$ cat src/rtl/eng_pkg.sv
package eng_pkg;

   // Sample and fixed-point widths
   localparam int SAMPLE_W = 24;
   localparam int Q_W      = 24;                 // coefficient fraction bits
   localparam int COEF_W   = 24;
   localparam int GAIN_W   = 19;                 // Q3.16 gain target
   localparam int TH_W     = 23;
   localparam int GG_W     = Q_W + 1;            // gate gain, Q1.24
   localparam int SG_W     = 27;                 // smoothed gain, Q3.24
   localparam int ENV_W    = SAMPLE_W + Q_W;     // envelope, sample LSBs times 2^24
   localparam int CMP_W    = (ENV_W > TH_W + Q_W) ? ENV_W : TH_W + Q_W;
   localparam int PROD_W   = SAMPLE_W + 3;       // sample times gains, before saturation

   // Shared radix-4 serial multiplier
   localparam int MUL_A_W    = ENV_W;
   localparam int MUL_B_MAX  = (SAMPLE_W > GG_W) ? SAMPLE_W : GG_W;
   localparam int MUL_B_W    = ((MUL_B_MAX + 1) / 2) * 2;
   localparam int MUL_P_W    = MUL_A_W + MUL_B_W;
   localparam int MUL_DIGITS = MUL_B_W / 2;
   localparam int MUL_CNT_W  = $clog2(MUL_DIGITS + 1);

   // Configuration port
   localparam int CSR_IDX_W  = 4;
   localparam int CSR_DATA_W = 32;

   localparam logic [CSR_IDX_W-1:0] REG_GAIN_TARGET     = CSR_IDX_W'(0);
   localparam logic [CSR_IDX_W-1:0] REG_OPEN_THRESHOLD  = CSR_IDX_W'(1);
   localparam logic [CSR_IDX_W-1:0] REG_CLOSE_THRESHOLD = CSR_IDX_W'(2);
   localparam logic [CSR_IDX_W-1:0] REG_ATTACK_COEF     = CSR_IDX_W'(3);
   localparam logic [CSR_IDX_W-1:0] REG_RELEASE_COEF    = CSR_IDX_W'(4);
   localparam logic [CSR_IDX_W-1:0] REG_GATE_OPEN_RATE  = CSR_IDX_W'(5);
   localparam logic [CSR_IDX_W-1:0] REG_GATE_CLOSE_RATE = CSR_IDX_W'(6);
   localparam logic [CSR_IDX_W-1:0] REG_GAIN_SMOOTH     = CSR_IDX_W'(7);

   // Register reset values
   localparam logic [GAIN_W-1:0] RST_GAIN_TARGET     = GAIN_W'(65536);
   localparam logic [TH_W-1:0]   RST_OPEN_THRESHOLD  = TH_W'(8389);
   localparam logic [TH_W-1:0]   RST_CLOSE_THRESHOLD = TH_W'(4194);
   localparam logic [COEF_W-1:0] RST_ATTACK_COEF     = COEF_W'(838861);
   localparam logic [COEF_W-1:0] RST_RELEASE_COEF    = COEF_W'(3355);
   localparam logic [COEF_W-1:0] RST_GATE_OPEN_RATE  = COEF_W'(838861);
   localparam logic [COEF_W-1:0] RST_GATE_CLOSE_RATE = COEF_W'(16777);
   localparam logic [COEF_W-1:0] RST_GAIN_SMOOTH     = COEF_W'(33554);

   // Fixed-point one and saturation limits
   localparam logic [ENV_W-1:0]    ENV_ONE     = ENV_W'(1) << Q_W;
   localparam logic [GG_W-1:0]     GG_ONE      = GG_W'(1) << Q_W;
   localparam logic [SG_W-1:0]     SG_ONE      = SG_W'(1) << Q_W;
   localparam logic [PROD_W-1:0]   NEG_LIM_MAG = PROD_W'(1) << (SAMPLE_W - 1);
   localparam logic [PROD_W-1:0]   POS_LIM_MAG = NEG_LIM_MAG - PROD_W'(1);
   localparam logic [SAMPLE_W-1:0] SAMPLE_MAX  = {1'b0, {(SAMPLE_W-1){1'b1}}};
   localparam logic [SAMPLE_W-1:0] SAMPLE_MIN  = {1'b1, {(SAMPLE_W-1){1'b0}}};

   typedef struct packed {
      logic [GAIN_W-1:0] gain_target;
      logic [TH_W-1:0]   open_threshold;
      logic [TH_W-1:0]   close_threshold;
      logic [COEF_W-1:0] attack_coef;
      logic [COEF_W-1:0] release_coef;
      logic [COEF_W-1:0] gate_open_rate;
      logic [COEF_W-1:0] gate_close_rate;
      logic [COEF_W-1:0] gain_smooth_rate;
   } cfg_type;

endpackage

$ cat src/rtl/eng_if.sv
// Sample input channel
interface eng_req_if;
   logic                                 valid;
   logic                                 ready;
   logic signed [eng_pkg::SAMPLE_W-1:0]  sample_in;

   modport source (output valid, output sample_in, input ready);
   modport sink   (input valid, input sample_in, output ready);
endinterface

// Result channel
interface eng_rsp_if;
   logic                                 valid;
   logic                                 ready;
   logic signed [eng_pkg::SAMPLE_W-1:0]  sample_out;
   logic                                 gate_is_open;

   modport source (output valid, output sample_out, output gate_is_open, input ready);
   modport sink   (input valid, input sample_out, input gate_is_open, output ready);
endinterface

// Register write channel
interface eng_csr_if;
   logic                               valid;
   logic                               ready;
   logic [eng_pkg::CSR_IDX_W-1:0]      index;
   logic [eng_pkg::CSR_DATA_W-1:0]     data;

   modport source (output valid, output index, output data, input ready);
   modport sink   (input valid, input index, input data, output ready);
endinterface

$ cat src/rtl/eng_regs.sv
module eng_regs (
   input  logic             clock,
   input  logic             reset,
   eng_csr_if.sink          csr_port,
   output eng_pkg::cfg_type cfg
);

   eng_pkg::cfg_type cfg_ff;

   // Writes are always accepted
   assign csr_port.ready = 1'b1;
   assign cfg            = cfg_ff;

   // Register file; each write keeps the register's own width, unknown indexes drop
   always_ff @(posedge clock) begin
      if (reset) begin
         cfg_ff.gain_target      <= eng_pkg::RST_GAIN_TARGET;
         cfg_ff.open_threshold   <= eng_pkg::RST_OPEN_THRESHOLD;
         cfg_ff.close_threshold  <= eng_pkg::RST_CLOSE_THRESHOLD;
         cfg_ff.attack_coef      <= eng_pkg::RST_ATTACK_COEF;
         cfg_ff.release_coef     <= eng_pkg::RST_RELEASE_COEF;
         cfg_ff.gate_open_rate   <= eng_pkg::RST_GATE_OPEN_RATE;
         cfg_ff.gate_close_rate  <= eng_pkg::RST_GATE_CLOSE_RATE;
         cfg_ff.gain_smooth_rate <= eng_pkg::RST_GAIN_SMOOTH;
      end else if (csr_port.valid) begin
         unique case (csr_port.index)
            eng_pkg::REG_GAIN_TARGET:
               cfg_ff.gain_target <= csr_port.data[eng_pkg::GAIN_W-1:0];
            eng_pkg::REG_OPEN_THRESHOLD:
               cfg_ff.open_threshold <= csr_port.data[eng_pkg::TH_W-1:0];
            eng_pkg::REG_CLOSE_THRESHOLD:
               cfg_ff.close_threshold <= csr_port.data[eng_pkg::TH_W-1:0];
            eng_pkg::REG_ATTACK_COEF:
               cfg_ff.attack_coef <= csr_port.data[eng_pkg::COEF_W-1:0];
            eng_pkg::REG_RELEASE_COEF:
               cfg_ff.release_coef <= csr_port.data[eng_pkg::COEF_W-1:0];
            eng_pkg::REG_GATE_OPEN_RATE:
               cfg_ff.gate_open_rate <= csr_port.data[eng_pkg::COEF_W-1:0];
            eng_pkg::REG_GATE_CLOSE_RATE:
               cfg_ff.gate_close_rate <= csr_port.data[eng_pkg::COEF_W-1:0];
            eng_pkg::REG_GAIN_SMOOTH:
               cfg_ff.gain_smooth_rate <= csr_port.data[eng_pkg::COEF_W-1:0];
            default: ;
         endcase
      end
   end

endmodule

$ cat src/rtl/eng_mul.sv
module eng_mul (
   input  logic                          clock,
   input  logic                          reset,
   input  logic                          start,
   input  logic [eng_pkg::MUL_A_W-1:0]   a,
   input  logic [eng_pkg::MUL_B_W-1:0]   b,
   output logic                          busy,
   output logic [eng_pkg::MUL_P_W-1:0]   product
);

   localparam int AW = eng_pkg::MUL_A_W;
   localparam int BW = eng_pkg::MUL_B_W;
   localparam int PW = eng_pkg::MUL_P_W;

   logic [eng_pkg::MUL_CNT_W-1:0] cnt_ff, cnt_in;
   logic [AW-1:0]                 a_ff;
   logic [PW-1:0]                 p_ff, p_in;
   logic [1:0]                    digit;
   logic [AW+1:0]                 partial;
   logic [AW+1:0]                 sum;

   // One radix-4 digit of b per cycle; b sits in the low end of p and shifts out
   assign digit   = p_ff[1:0];
   assign partial = (digit[0] ? {2'b00, a_ff} : '0) + (digit[1] ? {1'b0, a_ff, 1'b0} : '0);
   assign sum     = {2'b00, p_ff[PW-1:BW]} + partial;

   always_comb begin
      cnt_in = cnt_ff;
      p_in   = p_ff;
      if (start) begin
         cnt_in = eng_pkg::MUL_CNT_W'(eng_pkg::MUL_DIGITS);
         p_in   = {{AW{1'b0}}, b};
      end else if (busy) begin
         cnt_in = cnt_ff - eng_pkg::MUL_CNT_W'(1);
         p_in   = {sum, p_ff[BW-1:2]};
      end
   end

   assign busy    = (cnt_ff != '0);
   assign product = p_ff;

   // Digit counter
   always_ff @(posedge clock) begin
      if (reset) begin
         cnt_ff <= '0;
      end else begin
         cnt_ff <= cnt_in;
      end
   end

   // Operand and partial product registers
   always_ff @(posedge clock) begin
      if (start) begin
         a_ff <= a;
      end
      p_ff <= p_in;
   end

endmodule

$ cat src/rtl/envelope_noise_gate_core.sv
// A new sample is taken only in the idle state, once the previous result is loaded
//   into the output register, so an output stall holds off the next sample.
// Each sample makes five passes through one shared radix-4 serial
//   multiplier, plus a gate decision state and an output state.
// Reset: synchronous; envelope and gate gain clear, gate closed, smoothed
//   gain unity, registers at their default values.
module envelope_noise_gate_core (
   input  logic        clock,
   input  logic        reset,
   eng_req_if.sink     req_port,
   eng_rsp_if.source   rsp_port,
   eng_csr_if.sink     csr_port
);

   localparam int SW  = eng_pkg::SAMPLE_W;
   localparam int QW  = eng_pkg::Q_W;
   localparam int EW  = eng_pkg::ENV_W;
   localparam int PDW = eng_pkg::PROD_W;

   // Sequencer states
   localparam logic [2:0] S_IDLE  = 3'd0;
   localparam logic [2:0] S_SETUP = 3'd1;
   localparam logic [2:0] S_WAIT  = 3'd2;
   localparam logic [2:0] S_GATE  = 3'd3;
   localparam logic [2:0] S_OUT   = 3'd4;

   // Multiplier passes
   localparam logic [2:0] PH_ENV = 3'd0;
   localparam logic [2:0] PH_GG  = 3'd1;
   localparam logic [2:0] PH_SG  = 3'd2;
   localparam logic [2:0] PH_T1  = 3'd3;
   localparam logic [2:0] PH_T2  = 3'd4;

   eng_pkg::cfg_type cfg;

   logic [2:0]                 state_ff, state_in;
   logic [2:0]                 ph_ff, ph_in;
   logic                       neg_ff;
   logic [SW-1:0]              mag_ff;
   logic                       up_ff;
   logic [EW-1:0]              env_ff;
   logic                       gate_ff;
   logic [eng_pkg::GG_W-1:0]   gg_ff;
   logic [eng_pkg::SG_W-1:0]   sg_ff;
   logic [PDW-1:0]             prod_ff;
   logic                       rsp_valid_ff;
   logic [SW-1:0]              sample_out_ff;
   logic                       gate_out_ff;

   logic                       accept;
   logic [SW-1:0]              raw;
   logic [SW-1:0]              mag_new;
   logic [EW-1:0]              cur;
   logic [EW-1:0]              tgt;
   logic [eng_pkg::COEF_W-1:0] coef;
   logic                       glide_up;
   logic [EW-1:0]              glide_d;
   logic [EW-1:0]              step_hi;
   logic                       step_nz;
   logic [EW-1:0]              glide_new;
   logic [PDW-1:0]             prod_new;
   logic [eng_pkg::CMP_W-1:0]  env_cmp;
   logic [eng_pkg::CMP_W-1:0]  open_cmp;
   logic [eng_pkg::CMP_W-1:0]  close_cmp;
   logic [SW-1:0]              sat_out;
   logic                       mul_start;
   logic                       mul_busy;
   logic                       out_load;
   logic [eng_pkg::MUL_A_W-1:0] mul_a;
   logic [eng_pkg::MUL_B_W-1:0] mul_b;
   logic [eng_pkg::MUL_P_W-1:0] mul_p;

   eng_regs u_regs (
      .clock    (clock),
      .reset    (reset),
      .csr_port (csr_port),
      .cfg      (cfg)
   );

   eng_mul u_mul (
      .clock   (clock),
      .reset   (reset),
      .start   (mul_start),
      .a       (mul_a),
      .b       (mul_b),
      .busy    (mul_busy),
      .product (mul_p)
   );

   // Input handshake and magnitude
   assign req_port.ready = (state_ff == S_IDLE);
   assign accept         = req_port.valid && (state_ff == S_IDLE);
   assign raw            = req_port.sample_in;
   assign mag_new        = raw[SW-1] ? (~raw + SW'(1)) : raw;

   // Glide operands for the current pass
   always_comb begin
      unique case (ph_ff)
         PH_ENV: begin
            cur  = env_ff;
            tgt  = {mag_ff, {QW{1'b0}}};
            coef = ({mag_ff, {QW{1'b0}}} > env_ff) ? cfg.attack_coef : cfg.release_coef;
         end
         PH_GG: begin
            cur  = EW'(gg_ff);
            tgt  = gate_ff ? eng_pkg::ENV_ONE : '0;
            coef = gate_ff ? cfg.gate_open_rate : cfg.gate_close_rate;
         end
         PH_SG: begin
            cur  = EW'(sg_ff);
            tgt  = EW'(cfg.gain_target) << (eng_pkg::SG_W - eng_pkg::GAIN_W);
            coef = cfg.gain_smooth_rate;
         end
         default: begin
            cur  = '0;
            tgt  = '0;
            coef = cfg.gain_smooth_rate;
         end
      endcase
   end

   assign glide_up = (tgt > cur);
   assign glide_d  = glide_up ? (tgt - cur) : (cur - tgt);

   // Multiplier operands: distance times coefficient, or sample times gains
   always_comb begin
      unique case (ph_ff)
         PH_T1: begin
            mul_a = eng_pkg::MUL_A_W'(sg_ff);
            mul_b = eng_pkg::MUL_B_W'(mag_ff);
         end
         PH_T2: begin
            mul_a = eng_pkg::MUL_A_W'(prod_ff);
            mul_b = eng_pkg::MUL_B_W'(gg_ff);
         end
         default: begin
            mul_a = glide_d;
            mul_b = eng_pkg::MUL_B_W'(coef);
         end
      endcase
   end

   // Glide step rounded up: cur +/- (hi + any low bits), folded into one adder
   assign step_hi   = mul_p[QW +: EW];
   assign step_nz   = |mul_p[QW-1:0];
   assign glide_new = cur + (up_ff ? step_hi : ~step_hi)
                    + EW'(up_ff ? step_nz : !step_nz);
   assign prod_new  = mul_p[QW +: PDW];

   // Threshold compares on the scaled envelope
   assign env_cmp   = eng_pkg::CMP_W'(env_ff);
   assign open_cmp  = eng_pkg::CMP_W'(cfg.open_threshold) << QW;
   assign close_cmp = eng_pkg::CMP_W'(cfg.close_threshold) << QW;

   // Sign restore and saturation
   always_comb begin
      if (neg_ff) begin
         sat_out = (prod_ff > eng_pkg::NEG_LIM_MAG) ? eng_pkg::SAMPLE_MIN
                                                    : (~prod_ff[SW-1:0] + SW'(1));
      end else begin
         sat_out = (prod_ff > eng_pkg::POS_LIM_MAG) ? eng_pkg::SAMPLE_MAX
                                                    : prod_ff[SW-1:0];
      end
   end

   // Sequencer
   always_comb begin
      state_in  = state_ff;
      ph_in     = ph_ff;
      mul_start = 1'b0;
      out_load  = 1'b0;
      unique case (state_ff)
         S_IDLE: begin
            if (req_port.valid) begin
               state_in = S_SETUP;
               ph_in    = PH_ENV;
            end
         end
         S_SETUP: begin
            mul_start = 1'b1;
            state_in  = S_WAIT;
         end
         S_WAIT: begin
            if (!mul_busy) begin
               unique case (ph_ff)
                  PH_ENV: state_in = S_GATE;
                  PH_GG: begin
                     ph_in    = PH_SG;
                     state_in = S_SETUP;
                  end
                  PH_SG: begin
                     ph_in    = PH_T1;
                     state_in = S_SETUP;
                  end
                  PH_T1: begin
                     ph_in    = PH_T2;
                     state_in = S_SETUP;
                  end
                  PH_T2:   state_in = S_OUT;
                  default: state_in = S_IDLE;
               endcase
            end
         end
         S_GATE: begin
            ph_in    = PH_GG;
            state_in = S_SETUP;
         end
         S_OUT: begin
            if (!rsp_valid_ff || rsp_port.ready) begin
               out_load = 1'b1;
               state_in = S_IDLE;
            end
         end
         default: state_in = S_IDLE;
      endcase
   end

   // Control and filter state
   always_ff @(posedge clock) begin
      if (reset) begin
         state_ff     <= S_IDLE;
         ph_ff        <= PH_ENV;
         env_ff       <= '0;
         gate_ff      <= 1'b0;
         gg_ff        <= '0;
         sg_ff        <= eng_pkg::SG_ONE;
         rsp_valid_ff <= 1'b0;
      end else begin
         state_ff <= state_in;
         ph_ff    <= ph_in;
         if (state_ff == S_WAIT && !mul_busy) begin
            unique case (ph_ff)
               PH_ENV:  env_ff <= glide_new;
               PH_GG:   gg_ff  <= glide_new[eng_pkg::GG_W-1:0];
               PH_SG:   sg_ff  <= glide_new[eng_pkg::SG_W-1:0];
               default: ;
            endcase
         end
         // Hysteresis gate on the new envelope
         if (state_ff == S_GATE) begin
            if (gate_ff) begin
               if (env_cmp < close_cmp) begin
                  gate_ff <= 1'b0;
               end
            end else if (env_cmp > open_cmp) begin
               gate_ff <= 1'b1;
            end
         end
         if (out_load) begin
            rsp_valid_ff <= 1'b1;
         end else if (rsp_port.ready) begin
            rsp_valid_ff <= 1'b0;
         end
      end
   end

   // Per-sample working registers and result payload
   always_ff @(posedge clock) begin
      if (accept) begin
         mag_ff <= mag_new;
         neg_ff <= raw[SW-1];
      end
      if (state_ff == S_SETUP) begin
         up_ff <= glide_up;
      end
      if (state_ff == S_WAIT && !mul_busy && (ph_ff == PH_T1 || ph_ff == PH_T2)) begin
         prod_ff <= prod_new;
      end
      if (out_load) begin
         sample_out_ff <= sat_out;
         gate_out_ff   <= gate_ff;
      end
   end

   assign rsp_port.valid        = rsp_valid_ff;
   assign rsp_port.sample_out   = sample_out_ff;
   assign rsp_port.gate_is_open = gate_out_ff;

   // An accepted sample always begins with the envelope pass
   a_accept_starts_env : assert property (@(posedge clock) disable iff (reset)
      accept |=> (state_ff == S_SETUP && ph_ff == PH_ENV))
      else $error("accepted sample did not start the envelope pass");

   // The shared multiplier is never restarted mid-pass
   a_mul_no_overlap : assert property (@(posedge clock) disable iff (reset)
      mul_start |-> !mul_busy)
      else $error("multiplier started while busy");

   // Gate gain never glides past unity
   a_gg_bounded : assert property (@(posedge clock) disable iff (reset)
      gg_ff <= eng_pkg::GG_ONE)
      else $error("gate gain above unity");

   // Gate flag changes only in the gate decision cycle
   a_gate_from_decision : assert property (@(posedge clock) disable iff (reset)
      (!$past(reset) && gate_ff != $past(gate_ff)) |-> $past(state_ff) == S_GATE)
      else $error("gate flag changed outside the gate decision");

   // A new result appears only from the output state
   a_rsp_from_out : assert property (@(posedge clock) disable iff (reset)
      (!$past(reset) && $rose(rsp_valid_ff)) |-> $past(state_ff) == S_OUT)
      else $error("result valid raised outside the output state");

endmodule
$ cat src/flat_wrapper.sv
// flat-port wrapper written by rule: the top's interface ports become plain ports
module envelope_noise_gate_core_flat 
  (clock, reset, req_port_valid, req_port_sample_in, req_port_ready, rsp_port_valid, rsp_port_sample_out, rsp_port_gate_is_open, rsp_port_ready, csr_port_valid, csr_port_index, csr_port_data, csr_port_ready);
  eng_req_if req_port_i ();
  eng_rsp_if rsp_port_i ();
  eng_csr_if csr_port_i ();
  input  logic clock;
  input  logic reset;
  input wire logic [$bits(req_port_i.valid)-1:0] req_port_valid;
  input wire logic [$bits(req_port_i.sample_in)-1:0] req_port_sample_in;
  output wire logic [$bits(req_port_i.ready)-1:0] req_port_ready;
  output wire logic [$bits(rsp_port_i.valid)-1:0] rsp_port_valid;
  output wire logic [$bits(rsp_port_i.sample_out)-1:0] rsp_port_sample_out;
  output wire logic [$bits(rsp_port_i.gate_is_open)-1:0] rsp_port_gate_is_open;
  input wire logic [$bits(rsp_port_i.ready)-1:0] rsp_port_ready;
  input wire logic [$bits(csr_port_i.valid)-1:0] csr_port_valid;
  input wire logic [$bits(csr_port_i.index)-1:0] csr_port_index;
  input wire logic [$bits(csr_port_i.data)-1:0] csr_port_data;
  output wire logic [$bits(csr_port_i.ready)-1:0] csr_port_ready;
  assign req_port_i.valid = req_port_valid;
  assign req_port_i.sample_in = req_port_sample_in;
  assign req_port_ready = req_port_i.ready;
  assign rsp_port_valid = rsp_port_i.valid;
  assign rsp_port_sample_out = rsp_port_i.sample_out;
  assign rsp_port_gate_is_open = rsp_port_i.gate_is_open;
  assign rsp_port_i.ready = rsp_port_ready;
  assign csr_port_i.valid = csr_port_valid;
  assign csr_port_i.index = csr_port_index;
  assign csr_port_i.data = csr_port_data;
  assign csr_port_ready = csr_port_i.ready;
  envelope_noise_gate_core u_core (.clock(clock), .reset(reset), .req_port(req_port_i), .rsp_port(rsp_port_i), .csr_port(csr_port_i));
endmodule
$ cat config.mk
export PLATFORM = sky130hd
export DESIGN_NAME = envelope_noise_gate_core_flat
export DESIGN_NICKNAME = d
export VERILOG_FILES = /design/src/rtl/eng_pkg.sv /design/src/rtl/eng_if.sv /design/src/rtl/eng_regs.sv /design/src/rtl/eng_mul.sv /design/src/rtl/envelope_noise_gate_core.sv /design/src/flat_wrapper.sv
export SDC_FILE = /design/constraint.sdc
export NUM_CORES = 2
export LEC_CHECK = 0
export ABC_AREA = 0
export BUFFER_PORTS_ARGS = -buffer_cell sky130_fd_sc_hd__buf_2
export CAP_MARGIN = 25
export CORE_ASPECT_RATIO = 0.75
export CORE_MARGIN = 4
export CORE_UTILIZATION = 69
export CTS_CLUSTER_DIAMETER = 50
export DETAILED_ROUTE_END_ITERATION = 8
export PLACE_DENSITY_LB_ADDON = 0.25
export SYNTH_ARGS = -nofsm -noshare
export SYNTH_HDL_FRONTEND = slang
export SYNTH_HIERARCHICAL = 1
export SYNTH_SLANG_ARGS = --single-unit
export TNS_END_PERCENT = 1
$ cat constraint.sdc
create_clock -name clock -period 13.93 [get_ports clock]
set_clock_uncertainty 0.05 [all_clocks]
set_input_delay 2.786 -clock clock [delete_from_list [all_inputs] [get_ports clock]]
set_output_delay 2.786 -clock clock [all_outputs]
set_load 0.01 [all_outputs]
# After elaboration in Yosys (flattened, before gate mapping)
# Index checks and enable logic that the tools add are counted.
dict set report op_classes {
  div 0
  n_addsub 9
  shift 0
  eq_ne 19
  n_mux 38
  order_cmp 6
  mul 0
  bitwise_logic 3
  reduce_logical 31
}
# op n
set ops {}
lappend ops {{48-bit one-hot mux with 3 select lines} 2}
lappend ops {{48-bit 2-to-1 mux} 3}
lappend ops {{24-bit 2-to-1 mux} 5}
lappend ops {{48-bit adder} 2}
lappend ops {{48-bit greater-than comparator} 2}
lappend ops {{48-bit one-hot mux with 2 select lines} 1}
lappend ops {{48-bit subtractor} 2}
lappend ops {{26-bit 2-to-1 mux} 2}
lappend ops {{48-bit by 50-bit adder with 50-bit output} 1}
lappend ops {{50-bit by 49-bit adder with 50-bit output} 1}
lappend ops {{25-bit one-hot mux with 2 select lines} 1}
lappend ops {{49-bit 2-to-1 mux} 1}
lappend ops {{24-bit by 1-bit adder with 24-bit output, second input constant} 2}
lappend ops {{48-bit by 47-bit greater-than comparator with 1-bit output} 1}
lappend ops {{48-bit by 47-bit < comparator with 1-bit output} 1}
lappend ops {{24-bit NOT} 2}
lappend ops {{48-bit NOT} 1}
lappend ops {{24-bit one-hot mux with 2 select lines} 1}
lappend ops {{27-bit by 23-bit greater-than comparator with 1-bit output, second input constant} 1}
lappend ops {{27-bit by 24-bit greater-than comparator with 1-bit output, second input constant} 1}
lappend ops {{3-bit one-hot mux with 3 select lines} 3}
lappend ops {{25-bit 2-to-1 mux} 1}
lappend ops {{24-bit OR reduction} 1}
lappend ops {{23-bit 2-to-1 mux} 1}
lappend ops {{27 further kinds} 67}
dict set report word_totals {
  mem_bits_ro 0
  elab_cells 133
  memories 0
  register_bits 497
  latch_bits 0
  output_inout_bits 28
  in_bits 65
  mem_bits_rw 0
}

# Depth between registers and ports, before layout
dict set report depth {
  depth_word 5
  ltp_mapped 21
  mapped_depth_nobuf 17
}

# Hierarchy
# The synthesis kept the hierarchy.
# module area_per_inst_um2 n_inst cells_each seq_area_each_um2
set by_module_without_submodules {}
lappend by_module_without_submodules {envelope_noise_gate_core 20458.4 1 2720 4504.3}
lappend by_module_without_submodules {eng_mul 8620.8 1 828 3263.1}
lappend by_module_without_submodules {eng_regs 7287.0 1 704 3703.6}

# Worst setup path before layout
# No wires, ideal clock.
dict set report synth_path {
  path_type {input-to-reg}
  from {input port req_port_sample_in[5]}
  to {register u_core.mag_ff[21] (data pin)}
  required_time_ns 13.614
  path_buffers 0
  cell_stages 6
  setup_ns 0.266
  t_arrival_ns 4.731
  slack_ns 8.884
  cell_sequence {or4_1 or3_1 or4_1 nand2b_1 o41ai_1 xnor2_1}
}
dict set report synth_between {
  elab_chain_len 3
}
# item line
set synth_lines {}
lappend synth_lines {{start, declared} flat_wrapper.sv:10} ;# input wire logic [$bits(req_port_i.sample_in)-1:0] req_port_sample_in;
lappend synth_lines {{24-bit NOT} envelope_noise_gate_core.sv:94} ;# assign mag_new = raw[SW-1] ? (~raw + SW'(1)) : raw;
lappend synth_lines {{24-bit by 1-bit adder with 24-bit output} envelope_noise_gate_core.sv:94}
lappend synth_lines {{23-bit 2-to-1 mux} envelope_noise_gate_core.sv:94}
lappend synth_lines {{net u_core.mag_new[21]} envelope_noise_gate_core.sv:52} ;# logic [SW-1:0] mag_new;
lappend synth_lines {{end signal, assigned} envelope_noise_gate_core.sv:260} ;# mag_ff <= mag_new;
lappend synth_lines {{end, declared} envelope_noise_gate_core.sv:39} ;# logic [SW-1:0] mag_ff;
# The timed path passes the listed nets, and every way through them passes these cells.
# A chain may end at the register's enable or synchronous reset.

# Final worst setup path
dict set report layout_path {
  from {register u_core.ph_ff[1]}
  to {register u_core.u_mul.a_ff[11] (data pin)}
}
dict set report layout_between {
  elab_chain_len 5
  word_cells_on_any_way 12
  cone_classes {add/sub: 2; order compare: 1; eq/ne: 4; mux: 4; reduce/logical: 1}
}
# item line
set layout_lines {}
lappend layout_lines {{start, declared} envelope_noise_gate_core.sv:37} ;# logic [2:0] ph_ff, ph_in;
lappend layout_lines {{start signal, assigned} envelope_noise_gate_core.sv:230} ;# ph_ff <= ph_in;
lappend layout_lines {{3-bit by 2-bit equality test with 1-bit output, or another cell as far along} envelope_noise_gate_core.sv:98} ;# unique case (ph_ff)
lappend layout_lines {{48-bit one-hot mux with 3 select lines} envelope_noise_gate_core.sv:98}
lappend layout_lines {{48-bit subtractor / 48-bit greater-than comparator (equally long branches)} {envelope_noise_gate_core.sv:123, envelope_noise_gate_core.sv:122}}
lappend layout_lines {{48-bit 2-to-1 mux} envelope_noise_gate_core.sv:123} ;# assign glide_d = glide_up ? (tgt - cur) : (cur - tgt);
lappend layout_lines {{48-bit one-hot mux with 2 select lines (*)} envelope_noise_gate_core.sv:127} ;# unique case (ph_ff)
lappend layout_lines {{net u_core.mul_a (one bit)} envelope_noise_gate_core.sv:69} ;# logic [eng_pkg::MUL_A_W-1:0] mul_a;
lappend layout_lines {{end signal, assigned} eng_mul.sv:54} ;# a_ff <= a;
lappend layout_lines {{end, declared} eng_mul.sv:16} ;# logic [AW-1:0] a_ff;
# Mark *: on every way through the listed nets, which the timed path passes. The rest lies on a longest branch.

==> results.py <==
metrics = {
    "clocking": {
        "post_cts_buffers": 0,
        "clk_pin_slew_ns": 0.07,
        "clock-sinks": 497,
        "clockBufferDepth": 3,
        "cts_tree": "done",
        "ctsResizeCount": 0,
        "cts-root-buf": "clkbuf_16",
        "holdBufCountCts": 0,
        "insertion_delay_ns": 0.65,
        "cts_made_buffers": 55,
        "h-tree-depth": 2,
    },
    "flow_run": {
        "max_cap_violations": 0,
    },
    "setup_path": {
        "crit_family": "simple AND/OR/NAND/NOR gates",
        "r2r_cells": 19,
        "worst-path-max-fanout": 45,
        "path_class": "reg -> reg",
        "crit_path_end_kind": "register",
        "critPathLaunchType": "register",
        "slowest_delay_ns": 0.75,
        "required_ns": 14.22,
        "cp_num_buf_inv": 4,
        "cpMostUsedCell": "buf_4",
        "crit_chain": "buf_4, nor2b_2, nand2_1, o21ai_0, nand2_1, ha_1, nand4_1, nor4_1, o211ai_1, o211ai_1, a21o_1, nand2_2, buf_4, inv_2, buf_4, mux2_2, a31oi_1, xor2_1, o21ai_0",
        "cp.arrival_ns": 7.01,
        "slowest_stage": "nor2b_2",
        "crit_cells": 19,
    },
    "status": {
        "status": "complete, no violations",
    },
    "global_route": {
        "grt_pass1_wl_mm": 176,
        "grt_max_degree": 118,
        "antenna_found_initial": 3,
        "track_usage_pct": 39.9,
        "grt_pass1_vias": 30400,
        "grt_overflow": 0,
    },
    "yosys": {
        "synthDistinctLibCells": 127,
        "syn_area_um2": 36400,
        "synth_seq_cells": 497,
        "synth-warning-count": 6,
        "synth_area_leaders": "dfxtp_1 (19%), edfxtp_1 (13%), ha_1 (8.5%)",
        "avgSynthCellArea_um2": 8.55,
        "syn_nets": 4613,
        "synthArstFlopShare_pct": 0,
        "yosysTopAreaCellShare_pct": 19.0,
        "yosysSeqAreaShare_pct": 31.5,
        "ys.flop_type": "dfxtp_1",
        "syn_inst": 4252,
        "synth_edf_count": 152,
        "synth_area_leader_cell": "dfxtp_1",
    },
    "detailed_routing": {
        "vias": 32800,
        "viasPerCell": 6.65,
        "wl_mm": 116,
        "ant_nets": 0,
        "drcViolationCount": 0,
        "dr.pass1.iters": 6,
        "post_drt_wl_per_cell_um": 23.4,
        "drtIter0Drc": 4493,
    },
    "floorplan": {
        "die_w_um": 273,
        "initial_core_util_pct": 70.2,
        "die_area_um2": 56500,
        "fp.dieH_um": 207,
        "rows": 72,
        "io_pins": 93,
        "core-area_um2": 51800,
    },
    "sta": {
        "min_period_ns": 6.73,
        "max-slew-margin-rel_pct": 30.4,
        "setup_viol": 0,
        "fin_crit_sh_pct": 48.3,
        "whs_ns": 0.423,
        "rsz0062_at_grt": "false",
        "tightest_slew_ns": 1.04,
        "setup_tns_ns": 0,
        "fmax_ghz": 0.149,
        "finalMaxSlewViolations": 0,
        "hold_viol_final": 0,
    },
    "power": {
        "p_leak_nw": 16.7,
        "power.density_nw_per_um2": 259,
        "p_sw_share_pct": 48.1,
        "p_comb_share_pct": 62.3,
        "pwr-share-clk_pct": 15.5,
        "p_sw_mw": 4.85,
        "irDropWorstVdd_uv": 288,
        "p_total_mw": 10.1,
        "seqPwrFrac_pct": 22.2,
        "p_int_mw": 5.24,
    },
    "place": {
        "place_hpwl_mm": 84.8,
        "gp_congestion": 1.00,
        "numPortBuffers": 83,
    },
    "cells_and_area": {
        "syn_to_final_growth_pct": 7.17,
        "nNetsFinal": 4548,
        "layout-drive-gt1-share_pct": 8.46,
    },
    "worst_hold_path": {
        "holdCritPathClass": "reg -> reg",
        "whs_path_depth": 2,
    },
}
## Yosys cell counts, drive strengths merged (21+ instances only)
cell type and n:
o21a 21, dfxtp 345, o21ai 274, clkbuf 184, nor2 279, fa 50, o22ai 38, mux2i 205
nor4 27, a211oi 77, xnor2 144, ha 246, a21oi 340, and2 132, a22oi 22, nand3 56
nand2b 155, and3 29, nand4 64, o311ai 28, buf 67, mux2 34, o211ai 21, a31oi 33
xor2 43, o221ai 34, edfxtp 152, nand2 417, nor2b 84, nor3 42, inv 223, or3 25
o21bai 35, a21o 112
## flip-flops by register name, summed over array words and instances, names as in the netlist, 4 cells and up
| name | cells |
|---|---|
| u_core/u_mul/a_ff | 48 |
| u_core/u_mul/product | 74 |
| u_core/sg_ff | 27 |
| u_core/gg_ff | 25 |
| u_core/prod_ff | 27 |
| u_core/u_regs/cfg | 185 |
| u_core/rsp_port.sample_out | 24 |
| u_core/env_cmp | 48 |
| u_core/u_mul/cnt_ff | 4 |
| u_core/mag_ff | 24 |
## kinds of logic (layout without fill, tap and decap cells)
| kind of cell | after synthesis | in the layout | share of synthesized area (%) |
|---|---|---|---|
| buf+inv | 477 | 459 | 5.34 |
| compound gates | 1181 | 1181 | 21.3 |
| xor+xnor | 187 | 187 | 4.52 |
| mux | 239 | 239 | 6.72 |
| fa+ha+maj | 296 | 296 | 11.2 |
| flops | 497 | 497 | 31.5 |
| other cells | 2 | 3 | 0.0207 |
| simple gates | 1373 | 1373 | 19.3 |
## cell type report
| type | count | area (um2) |
|---|---|---|
| antenna | 1 | 2.50 |
| clock buffer | 65 | 1450 |
| clock inverter | 39 | 480 |
| fill | 3825 | 12800 |
| inverter | 226 | 848 |
| multi-input combinational | 3278 | 23000 |
| sequential | 497 | 11500 |
| tap | 703 | 880 |
| timing repair buffer | 129 | 831 |
## cell usage in the layout (no fill, tap or decap), drive strengths merged, types with 34 or more instances in the layout
| cell type | Yosys | layout |
|---|---|---|
| buf | 67 | 128 |
| mux2 | 34 | 34 |
| nand2 | 417 | 417 |
| o21ai | 274 | 274 |
| ha | 246 | 246 |
| mux2i | 205 | 205 |
| and2 | 132 | 132 |
| o22ai | 38 | 38 |
| clkbuf | 184 | 66 |
| xnor2 | 144 | 144 |
| a211oi | 77 | 77 |
| fa | 50 | 50 |
| dfxtp | 345 | 345 |
| nand2b | 155 | 155 |
| nand4 | 64 | 64 |
| o21bai | 35 | 35 |
| a21oi | 340 | 340 |
| xor2 | 43 | 43 |
| nor3 | 42 | 42 |
| o221ai | 34 | 34 |
| a21o | 112 | 112 |
| nor2 | 279 | 279 |
| inv | 223 | 235 |
| nor2b | 84 | 84 |
| edfxtp | 152 | 152 |
| nand3 | 56 | 56 |
## worst reg2reg max path, cell delays in order, from the launching register on
cell and delay (ns):
dfxtp_2 0.54, buf_4 0.33, nor2b_2 0.76, nand2_1 0.10
o21ai_0 0.13, nand2_1 0.11, ha_1 0.52, nand4_1 0.21
nor4_1 0.63, o211ai_1 0.39, o211ai_1 0.39, a21o_1 0.30
nand2_2 0.07, buf_4 0.29, inv_2 0.13, buf_4 0.49
mux2_2 0.47, a31oi_1 0.20, xor2_1 0.17, o21ai_0 0.14
## final timing paths
| check | from | end | slack (ns) |
|---|---|---|---|
| setup / recovery | u_core/ph_ff[1] | u_core/u_mul/a_ff[11] | 7.20 |
| hold reg to reg | u_core/u_regs/cfg[30] | u_core/u_regs/cfg[30] | 0.42 |
| setup reg to reg | u_core/ph_ff[1] | u_core/u_mul/a_ff[11] | 7.20 |
| hold / removal | u_core/u_regs/cfg[30] | u_core/u_regs/cfg[30] | 0.42 |
## layer usage
layer  vias to the layer above  track usage (%)  wire length, um
met5                         -                0               36
met4                         6             15.1             4760
met3                       299             11.1            15000
met2                      1954             60.6            49400
met1                     15500             54.5            46400
li1                      15100                -                -
## metrics by stage
stage	setup slack [ns]	utilization, %	instances	cell area [um2]
2_1_floorplan	8.88	-	4252	36400
3_3_place_gp	7.84	71.3	4828	37000
3_5_place_dp	7.77	71.5	4831	37000
4_1_cts	7.67	75.2	4935	38900
5_1_grt	7.24	75.2	4937	39000
6_report	7.20	75.2	4938	39000
## power groups by stage
stage	Combinational (mW)	Sequential, mW	Clock, mW
final	6.29	2.24	1.56
after floorplan	4.65	2.10	0
after CTS	6.13	2.22	1.57
after global placement	5.95	2.25	0
after detailed placement	6.06	2.25	0
after global routing	6.84	2.26	1.63
No activity file was read; power rests on OpenSTA's default activity.
